`config.mk`:
```
export PLATFORM = sky130hd
export DESIGN_NAME = cave_smoothing_automaton_pass
export DESIGN_NICKNAME = d
export VERILOG_FILES = /design/src/design/csa_pkg.sv /design/src/design/csa_line_store.sv /design/src/design/csa_window.sv /design/src/design/csa_res_fifo.sv /design/src/design/cave_smoothing_automaton_pass.sv
export SDC_FILE = /design/constraint.sdc
export NUM_CORES = 2
export LEC_CHECK = 0
export CAP_MARGIN = 20
export CORE_UTILIZATION = 45
export DETAILED_ROUTE_END_ITERATION = 8
export DONT_BUFFER_PORTS = 1
export GPL_TIMING_DRIVEN = 0
export HOLD_SLACK_MARGIN = 0.02
export PLACE_DENSITY_LB_ADDON = 0.12
export SYNTH_ARGS = -nofsm -noshare
export SYNTH_HDL_FRONTEND = slang
export SYNTH_HIERARCHICAL = 1
export SYNTH_SLANG_ARGS = --single-unit
```
`constraint.sdc`:
```
create_clock -name clk -period 34.8 [get_ports clk]
set_input_delay 3.48 -clock clk [delete_from_list [all_inputs] [get_ports clk]]
set_output_delay 3.48 -clock clk [all_outputs]
set_load 0.1 [all_outputs]
```
`src/design/csa_pkg.sv`:
```
package csa_pkg;

	// register file
	localparam int CFG_W     = 11;
	localparam int THR_W     = 4;
	localparam int REG_IDX_W = 2;

	localparam logic [REG_IDX_W-1:0] REG_GRID_WIDTH  = 2'd0;
	localparam logic [REG_IDX_W-1:0] REG_GRID_HEIGHT = 2'd1;
	localparam logic [REG_IDX_W-1:0] REG_WALL_LIMIT  = 2'd2;

	localparam int GRID_WIDTH_RST  = 64;
	localparam int GRID_HEIGHT_RST = 64;
	localparam int WALL_LIMIT_RST  = 4;

	localparam int DEF_MAX_WIDTH  = 1024;
	localparam int DEF_MAX_HEIGHT = 1024;

	// result queue
	localparam int OUT_DEPTH = 4;
	localparam int OUT_PTR_W = $clog2(OUT_DEPTH);
	localparam int OUT_CNT_W = $clog2(OUT_DEPTH + 1);

	localparam logic ACT_CELL  = 1'b0;
	localparam logic ACT_FLUSH = 1'b1;
	localparam logic WALL      = 1'b1;

	typedef struct packed {
		logic action;
		logic cell_in;
	} csa_req_t;

	typedef struct packed {
		logic cell_out;
		logic last_cell;
	} csa_res_t;

	// per-request control handed from the counter stage to the window stage
	typedef struct packed {
		logic emit;
		logic use_pre;
		logic top;
		logic bottom;
		logic left;
		logic right;
		logic last;
	} csa_ctl_t;

endpackage

```
`src/design/csa_line_store.sv`:
```
module csa_line_store #(
	parameter int DEPTH  = 1024,
	parameter int ADDR_W = 10
) (
	input  logic              clk,
	input  logic              arst_n,
	input  logic              rd_en,
	input  logic [ADDR_W-1:0] rd_addr,
	input  logic              wr_en,
	input  logic [ADDR_W-1:0] wr_addr,
	input  logic [1:0]        wr_data,
	output logic [1:0]        rd_word
);

	// bit 1: recent row, bit 0: older row
	logic [1:0] mem [DEPTH];
	logic [1:0] rdata_q;
	logic [1:0] last_wd_q;
	logic       fwd_q;

	always_ff @(posedge clk) begin
		if (wr_en) begin
			mem[wr_addr] <= wr_data;
		end
		if (rd_en) begin
			rdata_q <= mem[rd_addr];
		end
		last_wd_q <= wr_data;
	end

	// read and write of the same entry on one edge: take the word being written
	always_ff @(posedge clk or negedge arst_n) begin
		if (!arst_n) begin
			fwd_q <= 1'b0;
		end else if (rd_en) begin
			fwd_q <= wr_en && (rd_addr == wr_addr);
		end
	end

	assign rd_word = fwd_q ? last_wd_q : rdata_q;

endmodule

```
`src/design/csa_window.sv`:
```
module csa_window (
	input  logic                    clk,
	input  logic                    arst_n,
	input  logic                    clear,
	input  logic                    valid_s1,
	input  csa_pkg::csa_ctl_t       ctl_s1,
	input  logic [2:0]              col,
	input  logic [csa_pkg::THR_W-1:0] threshold,
	output logic                    res_push,
	output csa_pkg::csa_res_t       res
);
	import csa_pkg::*;

	logic [8:0]       win_q;
	logic [8:0]       win_next;
	logic [8:0]       win_sel;
	logic [THR_W-1:0] count;
	logic             outside;

	// move one column left, new column enters on the right (top, mid, bottom)
	function automatic logic [8:0] shift_col(input logic [8:0] win, input logic [2:0] c);
		logic [8:0] r;
		for (int i = 0; i < 3; i++) begin
			r[i*3]     = win[i*3+1];
			r[i*3+1]   = win[i*3+2];
			r[i*3+2]   = c[i];
		end
		return r;
	endfunction

	always_comb begin
		win_next = shift_col(win_q, col);
		// end of row: finish the previous cell with a column of walls
		win_sel  = ctl_s1.use_pre ? shift_col(win_q, 3'b111) : win_next;
		count    = '0;
		outside  = 1'b0;
		for (int dr = 0; dr < 3; dr++) begin
			for (int dc = 0; dc < 3; dc++) begin
				outside = (dr == 0 && ctl_s1.top) || (dr == 2 && ctl_s1.bottom) ||
					(dc == 0 && ctl_s1.left) || (dc == 2 && ctl_s1.right);
				if (!(dr == 1 && dc == 1)) begin
					count = count + THR_W'(outside ? WALL : win_sel[dr*3+dc]);
				end
			end
		end
		if (count > threshold) begin
			res.cell_out = WALL;
		end else if (count < threshold) begin
			res.cell_out = ~WALL;
		end else begin
			res.cell_out = win_sel[4];
		end
		res.last_cell = ctl_s1.last;
	end

	assign res_push = valid_s1 && ctl_s1.emit;

	always_ff @(posedge clk or negedge arst_n) begin
		if (!arst_n) begin
			win_q <= '0;
		end else if (clear) begin
			win_q <= '0;
		end else if (valid_s1) begin
			win_q <= ctl_s1.last ? '0 : win_next;
		end
	end

endmodule

```
`src/design/csa_res_fifo.sv`:
```
module csa_res_fifo (
	input  logic                          clk,
	input  logic                          arst_n,
	input  logic                          push,
	input  csa_pkg::csa_res_t             push_data,
	output logic                          res_valid,
	input  logic                          res_ready,
	output csa_pkg::csa_res_t             res_data,
	output logic [csa_pkg::OUT_CNT_W-1:0] count
);
	import csa_pkg::*;

	csa_res_t             mem [OUT_DEPTH];
	logic [OUT_PTR_W-1:0] wr_ptr_q;
	logic [OUT_PTR_W-1:0] rd_ptr_q;
	logic [OUT_CNT_W-1:0] cnt_q;
	logic                 pop;

	assign pop       = res_valid && res_ready;
	assign res_valid = (cnt_q != '0);
	assign res_data  = mem[rd_ptr_q];
	assign count     = cnt_q;

	always_ff @(posedge clk) begin
		if (push) begin
			mem[wr_ptr_q] <= push_data;
		end
	end

	always_ff @(posedge clk or negedge arst_n) begin
		if (!arst_n) begin
			wr_ptr_q <= '0;
			rd_ptr_q <= '0;
			cnt_q    <= '0;
		end else begin
			if (push) begin
				wr_ptr_q <= wr_ptr_q + OUT_PTR_W'(1);
			end
			if (pop) begin
				rd_ptr_q <= rd_ptr_q + OUT_PTR_W'(1);
			end
			if (push && !pop) begin
				cnt_q <= cnt_q + OUT_CNT_W'(1);
			end else if (pop && !push) begin
				cnt_q <= cnt_q - OUT_CNT_W'(1);
			end
		end
	end

endmodule

```
`src/design/cave_smoothing_automaton_pass.sv`:
```
// one smoothing pass of the cave automaton over a wall/path grid streamed in raster
// order: each cell becomes wall when more than the wall limit of its eight
// neighbors are walls, path when fewer, and keeps its value on a tie; neighbors
// off the grid count as walls. one request is taken per clock with no bubbles as
// long as the result side keeps up. the result for a cell comes out grid_width + 1
// requests after that cell, so after the last cell the host sends grid_width + 1
// flush requests (any request counts as flush once the grid is in; a flush while
// cells are still due is dropped without a result). last_cell marks the final
// result, after which the block is ready for the next pass. internally a request
// reads the row store, is registered into the 3x3 window and then waits in a
// four-entry result queue; both row stores share one MAX_WIDTH deep, two bit wide
// memory, read per request and written back from the window stage, with a bypass
// when the same column is read on the edge it is written (narrow grids). no
// clearing pass after reset: stale row store bits are always masked as walls. the
// host must write configuration only while idle (unchecked); this restarts the pass
module cave_smoothing_automaton_pass #(
	parameter int MAX_WIDTH  = csa_pkg::DEF_MAX_WIDTH,
	parameter int MAX_HEIGHT = csa_pkg::DEF_MAX_HEIGHT
) (
	input  logic                              clk,
	input  logic                              arst_n,
	input  logic                              req_valid,
	output logic                              req_ready,
	input  csa_pkg::csa_req_t                 req_data,
	output logic                              res_valid,
	input  logic                              res_ready,
	output csa_pkg::csa_res_t                 res_data,
	input  logic                              cfg_we,
	input  logic [csa_pkg::REG_IDX_W-1:0]     cfg_index,
	input  logic [csa_pkg::CFG_W-1:0]         cfg_data
);
	import csa_pkg::*;

	localparam int COL_W  = $clog2(MAX_WIDTH);
	localparam int WID_W  = $clog2(MAX_WIDTH + 1);
	localparam int ROW_W  = $clog2(MAX_HEIGHT);
	localparam int HGT_W  = $clog2(MAX_HEIGHT + 1);
	localparam int IROW_W = $clog2(MAX_HEIGHT + 2);
	localparam int W_RST  = (GRID_WIDTH_RST > MAX_WIDTH) ? MAX_WIDTH : GRID_WIDTH_RST;
	localparam int H_RST  = (GRID_HEIGHT_RST > MAX_HEIGHT) ? MAX_HEIGHT : GRID_HEIGHT_RST;

	// sizes clamped into 1..max when written
	function automatic int unsigned sat_dim(input logic [CFG_W-1:0] v, input int unsigned lim);
		int unsigned r;
		r = int'(v);
		if (r < 1) begin
			r = 1;
		end else if (r > lim) begin
			r = lim;
		end
		return r;
	endfunction

	// configuration
	logic [WID_W-1:0]  w_q;
	logic [HGT_W-1:0]  h_q;
	logic [THR_W-1:0]  thr_q;
	logic              cfg_restart;

	// pass counters
	logic [COL_W-1:0]  in_col_q;
	logic [IROW_W-1:0] in_row_q;
	logic [COL_W-1:0]  out_col_q;
	logic [ROW_W-1:0]  out_row_q;

	// request stage decode
	logic              in_grid;
	logic              ignored;
	logic              cell_bit;
	logic              col_zero;
	logic              col_end;
	logic              ocol_end;
	logic              orow_end;
	logic              launch;
	csa_ctl_t          ctl_d;

	// window stage
	logic              valid_s1;
	csa_ctl_t          ctl_s1;
	logic              bit_s1;
	logic [COL_W-1:0]  addr_s1;
	logic [1:0]        rd_word;

	logic              res_push;
	csa_res_t          res_s1;
	logic [OUT_CNT_W-1:0] fifo_cnt;
	logic              pending;

	// unknown register indexes are dropped and leave the pass alone
	always_comb begin
		case (cfg_index)
			REG_GRID_WIDTH:  cfg_restart = cfg_we;
			REG_GRID_HEIGHT: cfg_restart = cfg_we;
			REG_WALL_LIMIT:  cfg_restart = cfg_we;
			default:         cfg_restart = 1'b0;
		endcase
	end

	always_ff @(posedge clk or negedge arst_n) begin
		if (!arst_n) begin
			w_q   <= WID_W'(W_RST);
			h_q   <= HGT_W'(H_RST);
			thr_q <= THR_W'(WALL_LIMIT_RST);
		end else if (cfg_we) begin
			case (cfg_index)
				REG_GRID_WIDTH:  w_q   <= WID_W'(sat_dim(cfg_data, MAX_WIDTH));
				REG_GRID_HEIGHT: h_q   <= HGT_W'(sat_dim(cfg_data, MAX_HEIGHT));
				REG_WALL_LIMIT:  thr_q <= cfg_data[THR_W-1:0];
				default: ;
			endcase
		end
	end

	// request stage: the control fields depend on the counters only, not on the request
	always_comb begin
		in_grid  = in_row_q < IROW_W'(h_q);
		ignored  = in_grid && (req_data.action == ACT_FLUSH);
		// once the grid is in, every request pushes walls below the last row
		cell_bit = in_grid ? req_data.cell_in : WALL;
		col_zero = (in_col_q == '0);
		col_end  = (in_col_q == COL_W'(w_q - WID_W'(1)));
		ocol_end = (out_col_q == COL_W'(w_q - WID_W'(1)));
		orow_end = (out_row_q == ROW_W'(h_q - HGT_W'(1)));

		// column zero of a new row closes the last cell of the row two above
		ctl_d.use_pre = col_zero && (in_row_q >= IROW_W'(2));
		ctl_d.emit    = ctl_d.use_pre || (!col_zero && (in_row_q >= IROW_W'(1)));
		ctl_d.top     = (out_row_q == '0);
		ctl_d.bottom  = orow_end;
		ctl_d.left    = (out_col_q == '0);
		ctl_d.right   = ocol_end;
		ctl_d.last    = ctl_d.emit && orow_end && ocol_end;
	end

	// room in the queue for everything still in flight
	assign pending   = valid_s1 && ctl_s1.emit;
	assign req_ready = ((OUT_CNT_W+1)'(fifo_cnt) + (OUT_CNT_W+1)'(pending)) <
		(OUT_CNT_W+1)'(OUT_DEPTH);
	assign launch    = req_valid && req_ready && !ignored;

	always_ff @(posedge clk or negedge arst_n) begin
		if (!arst_n) begin
			in_col_q  <= '0;
			in_row_q  <= '0;
			out_col_q <= '0;
			out_row_q <= '0;
		end else if (cfg_restart || (launch && ctl_d.last)) begin
			in_col_q  <= '0;
			in_row_q  <= '0;
			out_col_q <= '0;
			out_row_q <= '0;
		end else if (launch) begin
			in_col_q <= col_end ? '0 : in_col_q + COL_W'(1);
			if (col_end) begin
				in_row_q <= in_row_q + IROW_W'(1);
			end
			if (ctl_d.emit) begin
				out_col_q <= ocol_end ? '0 : out_col_q + COL_W'(1);
				if (ocol_end) begin
					out_row_q <= out_row_q + ROW_W'(1);
				end
			end
		end
	end

	always_ff @(posedge clk or negedge arst_n) begin
		if (!arst_n) begin
			valid_s1 <= 1'b0;
		end else begin
			valid_s1 <= launch;
		end
	end

	always_ff @(posedge clk) begin
		if (launch) begin
			ctl_s1  <= ctl_d;
			bit_s1  <= cell_bit;
			addr_s1 <= in_col_q;
		end
	end

	// row store: read at request time, written back in the cycle after
	csa_line_store #(
		.DEPTH  (MAX_WIDTH),
		.ADDR_W (COL_W)
	) u_line_store (
		.clk     (clk),
		.arst_n  (arst_n),
		.rd_en   (launch),
		.rd_addr (in_col_q),
		.wr_en   (valid_s1),
		.wr_addr (addr_s1),
		.wr_data ({bit_s1, rd_word[1]}),
		.rd_word (rd_word)
	);

	// column into the window: older row on top, new cell at the bottom
	csa_window u_window (
		.clk       (clk),
		.arst_n    (arst_n),
		.clear     (cfg_restart),
		.valid_s1  (valid_s1),
		.ctl_s1    (ctl_s1),
		.col       ({bit_s1, rd_word[1], rd_word[0]}),
		.threshold (thr_q),
		.res_push  (res_push),
		.res       (res_s1)
	);

	csa_res_fifo u_res_fifo (
		.clk       (clk),
		.arst_n    (arst_n),
		.push      (res_push),
		.push_data (res_s1),
		.res_valid (res_valid),
		.res_ready (res_ready),
		.res_data  (res_data),
		.count     (fifo_cnt)
	);

	a_queue_room: assert property (@(posedge clk) disable iff (!arst_n)
		res_push |-> (fifo_cnt < OUT_CNT_W'(OUT_DEPTH)))
		else $error("result pushed into a full queue");

	a_last_restart: assert property (@(posedge clk) disable iff (!arst_n)
		(valid_s1 && ctl_s1.last) |-> (out_col_q == '0 && out_row_q == '0))
		else $error("output position not restarted after the final cell");

	a_col_bound: assert property (@(posedge clk) disable iff (!arst_n)
		WID_W'(in_col_q) < w_q)
		else $error("input column beyond grid width");

	a_row_bound: assert property (@(posedge clk) disable iff (!arst_n)
		HGT_W'(out_row_q) < h_q)
		else $error("output row beyond grid height");

endmodule

```
# --- Word-level counts from Yosys, hierarchy flattened ---
# Memories as Yosys holds them, arrays and structs flattened. A register that Yosys moved wholly into a read port is not among the register bits.
# Index checks and enable logic that the tools add are counted.
totals:
  reg_bits: 104
  latchBits: 0
  ram_bits: 2056
  romBits: 0
  n_memories: 2
classes:
  n_addsub: 18
  multipliers: 0
  n_div: 0
  order_cmp: 8
  eq_ne: 6
  shifts: 0
  n_mux: 38
  bitwise_logic: 0
  reduce_logical: 41
memory_table:
  columns: ["memory", "words", "width", "rd", "rd_ports_with_merged_regs", "write_ports", "line_no", "text"]
  rows:
  - ["u_line_store.mem", 1024, 2, 1, 1, 1, "csa_line_store.sv:16", "logic [1:0] mem [DEPTH];"]
  - ["u_res_fifo.mem", 4, 2, 1, 0, 1, "csa_res_fifo.sv:13", "csa_res_t mem [OUT_DEPTH];"]
op_table:
  columns: ["operator", "n"]
  rows:
  - ["$mux W10", 11]
  - ["$mux W11", 5]
  - ["$eq A10 B10 Y1", 4]
  - ["$mux W9", 4]
  - ["$add A10 B1 Y10 const B", 3]
  - ["$logic_not A10 Y1", 3]
  - ["$add A4 B4 Y4", 5]
  - ["$sub A10 B1 Y10 const B", 2]
  - ["$mux W1", 15]
  - ["$logic_and A1 B1 Y1", 13]
  - ["$reduce_bool A2 Y1", 6]
  - ["$add A11 B1 Y11 const B", 1]
  - ["$ge A11 B1 Y1 const B", 1]
  - ["$ge A11 B2 Y1 const B", 1]
  - ["$gt A11 B11 Y1 const B", 1]
  - ["$lt A11 B1 Y1 const B", 1]
  - ["$lt A11 B11 Y1", 1]
  - ["$reduce_and A2 Y1", 5]
  - ["$add A4 B1 Y4", 2]
  - ["$logic_or A1 B1 Y1", 6]
  - ["$mux W3", 2]
  - ["$add A2 B1 Y2 const B", 2]
  - ["$add A3 B1 Y4", 1]
  - ["$gt A4 B4 Y1", 1]
  - ["12 further kinds", 15]

# --- Depth between registers and ports, before layout ---
logic_depth:
  depth_word: 13
  depth_mapped: 15
  ltp_nobuf: 14

# --- Cells and area by module ---
# The synthesis kept the hierarchy.
by_module_without_submodules:
  columns: ["mod", "instances", "cells_each", "area_each_um2"]
  rows:
  - ["csa_line_store", 1, 4844, 84195.8]
  - ["cave_smoothing_automaton_pass", 1, 577, 5288.8]
  - ["csa_res_fifo", 1, 43, 688.2]
  - ["csa_window", 1, 68, 604.3]

# --- Worst setup path after synthesis ---
# No wires, ideal clock.
synth_path:
  kind: "register to register"
  start: "register bit_s1"
  end: "memory u_res_fifo/mem[0][1] (netlist bit), data pin"
  setup_time_ns: 0.272
  t_arrival_ns: 15.624
  path_slack_ns: 18.904
  stages_incl_launch_ff: 14
  path_buffers: 0
  period_less_slack_ns: 15.896
  cell_sequence: "edfxtp_1 or4_1 fa_1 inv_1 fa_1 inv_1 fa_1 inv_1 fa_1 xnor2_1 ha_1 nand2_1 o32ai_1 a21oi_1"
synth_lines:
  columns: ["element", "line_no", "text"]
  rows:
  - ["from (decl)", "cave_smoothing_automaton_pass.sv:80", "logic bit_s1;"]
  - ["from (signal assigned)", "cave_smoothing_automaton_pass.sv:177", "bit_s1 <= cell_bit;"]
  - ["to (decl)", "csa_res_fifo.sv:13", null]

==> impl_metrics.json <==
{
  "postCtsSetupBuffers": 0,
  "initial_core_util": 0.4537,
  "ys_ff_latch": 2159,
  "coreArea_sq_um": 200100,
  "grt_pass1_vias": 55310,
  "busiest_layer": "met2",
  "timing.final.crit_period_ns": 6.566,
  "rows": 164,
  "grtUsageTotal": 0.3436,
  "fin_tns_setup_ns": 0,
  "cts.sink_count": 2159,
  "synth-main-ff-cell": "edfxtp_1",
  "maxCapViolCount": 0,
  "crit_path_frequent_cell": "buf_2",
  "use_met3": 0.1155,
  "hold_violations": 0,
  "power.leakage_nw": 32.19,
  "synth_cell_types": 94,
  "syn2layout_area_growth_pct": 14.32,
  "overflow": 0,
  "syn_area_sq_um": 90780,
  "grt_pass1_wl_um": 469200,
  "viasPerCell": 6.630,
  "p_per_area_nw_per_um2": 70.08,
  "skew_ns": 0.02950,
  "multi_input_area_sq_um": 23860,
  "netlist.area_leader.share": 0.6867,
  "ir_drop_mv": 0.05938,
  "drt-total-wl_um": 350900,
  "cp-start-kind": "register",
  "drc_errors": 0,
  "io_buffers": 0,
  "synthArstFlopShare": 0.03752,
  "worstPathArrival_ns": 7.12,
  "synth.avg_cell_area_sq_um": 16.41,
  "max_clock_freq_ghz": 0.1523,
  "end_kind": "register",
  "worst-setup-path-type": "reg -> reg",
  "chipWidth_um": 451.1,
  "vias": 58000,
  "slowest_stage": "nor4_1",
  "yosysTopAreaCell": "edfxtp_1",
  "cts_made_buffers": 220,
  "root_buffer": "clkbuf_16",
  "grt_use_met1": 0.4632,
  "ios": 24,
  "rsz0062_at_grt": "false",
  "die_h_um": 451.1,
  "status": "completed",
  "nNetsFinal": 5948,
  "regArea_sq_um": 64410,
  "synth_area_leaders": "edfxtp_1, mux4_2, nor2_1",
  "crit_fanout": 10,
  "cts_hold_buffers": 0,
  "setup_viol": 0,
  "slew_viol_final": 0,
  "cts.repair.resized": 0,
  "hp-class": "reg -> reg",
  "seq_area_frac_synth": 0.7095,
  "htree_levels": 4,
  "syn_inst": 5532,
  "drt_first_iter_violations": 9896,
  "tightestPinTransition_ns": 1.278,
  "die_area_sq_um": 203500,
  "clk_latency_ns": 0.88,
  "wl_per_cell_um": 40.10,
  "slew_headroom": 0.1482,
  "synth_edf_count": 2076,
  "met2_usage": 0.5032,
  "cpPeakStageDelay_ns": 0.93,
  "nFillCells": 16420,
  "clk_path_buf_depth": 3,
  "yosysWarnings": 6,
  "synth_fp_nets": 5590,
  "post-route-period-util": 0.1887,
  "drive_above_1_share": 0.1845,
  "cts_tree": "done",
  "drtAntennaViolNets": 0,
  "gp_congestion": 0.9873,
  "clk_pin_slew_worst_paths_ns": 0.06,
  "path_cells": "buf_4, buf_6, buf_4, buf_2, buf_2, buf_2, mux4_2, a22oi_1, a21oi_1, nor4_1, nor2_1, o2111ai_1, o2111ai_2",
  "grt_max_degree": 156,
  "holdWs_ns": 0.5180,
  "antenna_found_initial": 25,
  "required_ns": 35.36,
  "hpwl_um": 239300,
  "dr.pass1.iters": 6
}
==> cells in the mapped netlist, types with 7 or more instances <==
cell type  count
edfxtp_1    2076
nor2_1      1087
mux4_2       419
clkbuf_1     253
mux2i_1      221
nand2_1      133
a21oi_1      114
o221ai_1      88
o21ai_0       84
dfrtp_1       78
nand3_1       75
nor3_1        75
buf_1         62
o22ai_1       52
buf_6         50
inv_1         50
a22oi_1       40
xnor2_1       36
buf_2         34
ha_1          33
nor2b_1       26
nor4_1        26
nand2b_1      22
nand4_1       22
mux2_2        20
a221oi_1      19
a211oi_1      18
and2_1        18
mux4_1        18
o31ai_1       18
or3_1         18
or4_1         18
buf_4         17
xor2_1        17
a22o_1        16
and3_1        14
buf_8         14
nor3b_1       13
o211ai_1      13
nand3b_1       9
a31oi_1        8
or2_2          7
==> where the power goes <==
group	switching (mW)	internal [mW]
combinational	1.32	0.673
clock	1.01	1.29
sequential	0.0275	2.96
total	2.35	4.92
==> per-layer routing <==
layer / up-vias / share of wire
met5: - / 0.00052
met2: 4192 / 0.44
met1: 30610 / 0.37
met3: 789 / 0.14
li1: 22390 / -
met4: 20 / 0.052
==> worst paths after layout <==
check / start / slack [ns] / cells past startpoint / endpoint
max: in_col_q[1] / 28.23 / 13 / u_line_store/rdata_q[0]
min: h_q[10] / 0.52 / 1 / h_q[10]
max reg2reg: in_col_q[1] / 28.23 / 13 / u_line_store/rdata_q[0]
min reg2reg: h_q[10] / 0.52 / 1 / h_q[10]
max in group asynchronous: arst_n / 32.26 / 0 / thr_q[2]
min in group asynchronous: arst_n / 2.31 / 0 / in_row_q[0]
==> worst max-delay path, delay by kind of cell (launching register included) <==
kind,cells,cell delay [ns]
AND/OR/NAND/NOR,2,1.06
flip-flops,1,0.58
buffers and inverters,6,3.25
AO/OA/AOI/OAI,4,0.78
multiplexers,1,0.44
==> registers in the layout, indices dropped and copies added (netlist names) <==
name and count:
u_line_store/last_wd_q 2, u_res_fifo/count 3, thr_q 4, u_line_store/mem 2048, u_res_fifo/rd_ptr_q 2, addr_s1 10, h_q 11, out_col_q 10
u_line_store/fwd_q 1, in_row_q 11, out_row_q 10, bit_s1 1, u_res_fifo/wr_ptr_q 2, in_col_q 10, ctl_s1 7, u_line_store/rdata_q 2
w_q 10, u_res_fifo/mem 8, u_window/win_q 6, valid_s1 1
==> cell families (layout without fill, tap and decap cells) <==
family / Yosys count / count (layout) / share of synthesized area
DFF: 2159 / 2159 / 0.7095
and+or+nand+nor: 1594 / 1594 / 0.07599
muxes: 678 / 678 / 0.1360
AOI/OAI and AO/OA: 522 / 522 / 0.03939
buffers and inverters: 488 / 1026 / 0.02830
xor gates and xnor gates: 53 / 53 / 0.005114
adders and majority gates: 38 / 38 / 0.005651
other: 0 / 23 / 0
==> final cells by class <==
class                   count  share of cell area
repair buffers            136             0.02502
multi-input cells        2885              0.2299
well taps                2656             0.03202
flip-flops and latches   2159              0.6207
plain buffers             436             0.02393
inverters                  52            0.001881
clock inverters           111            0.008319
diodes                     23           0.0005546
clock buffers             291             0.05766
==> cell usage in the layout, fill, tap and decap left out, types with 36 or more instances in the layout <==
cell type  instances
buf_2             43
o22ai_1           52
mux4_2           419
nand2_1          133
clkbuf_16        229
nor3_1            75
xnor2_1           36
clkinv_2          41
nor2_1          1086
edfxtp_1        2076
clkbuf_1         231
a21oi_1          114
o221ai_1          88
inv_1             50
a22oi_1           40
buf_16            50
clkbuf_2          83
clkinv_1          45
dfrtp_1           78
buf_8             69
buf_6             59
buf_1             56
mux2i_1          221
nand3_1           75
o21ai_0           84
==> stage by stage <==
| stage | instance area, sq um | setup WS, ns | power (mW) | util | std cells |
|---|---|---|---|---|---|
| 2_1_floorplan | 90780 | 18.90 | 4.143 | - | 5532 |
| 5_1_grt | 103700 | 28.26 | 7.394 | 0.5184 | 8727 |
| 4_1_cts | 103700 | 28.43 | 7.229 | 0.5181 | 8720 |
| 3_5_place_dp | 96810 | 28.47 | 4.968 | 0.4839 | 8318 |
| 6_report | 103800 | 28.23 | 7.272 | 0.5187 | 8749 |
| 3_3_place_gp | 94100 | 7.637 | 5.047 | 0.4703 | 8188 |
(Power assumes the default switching activity.)
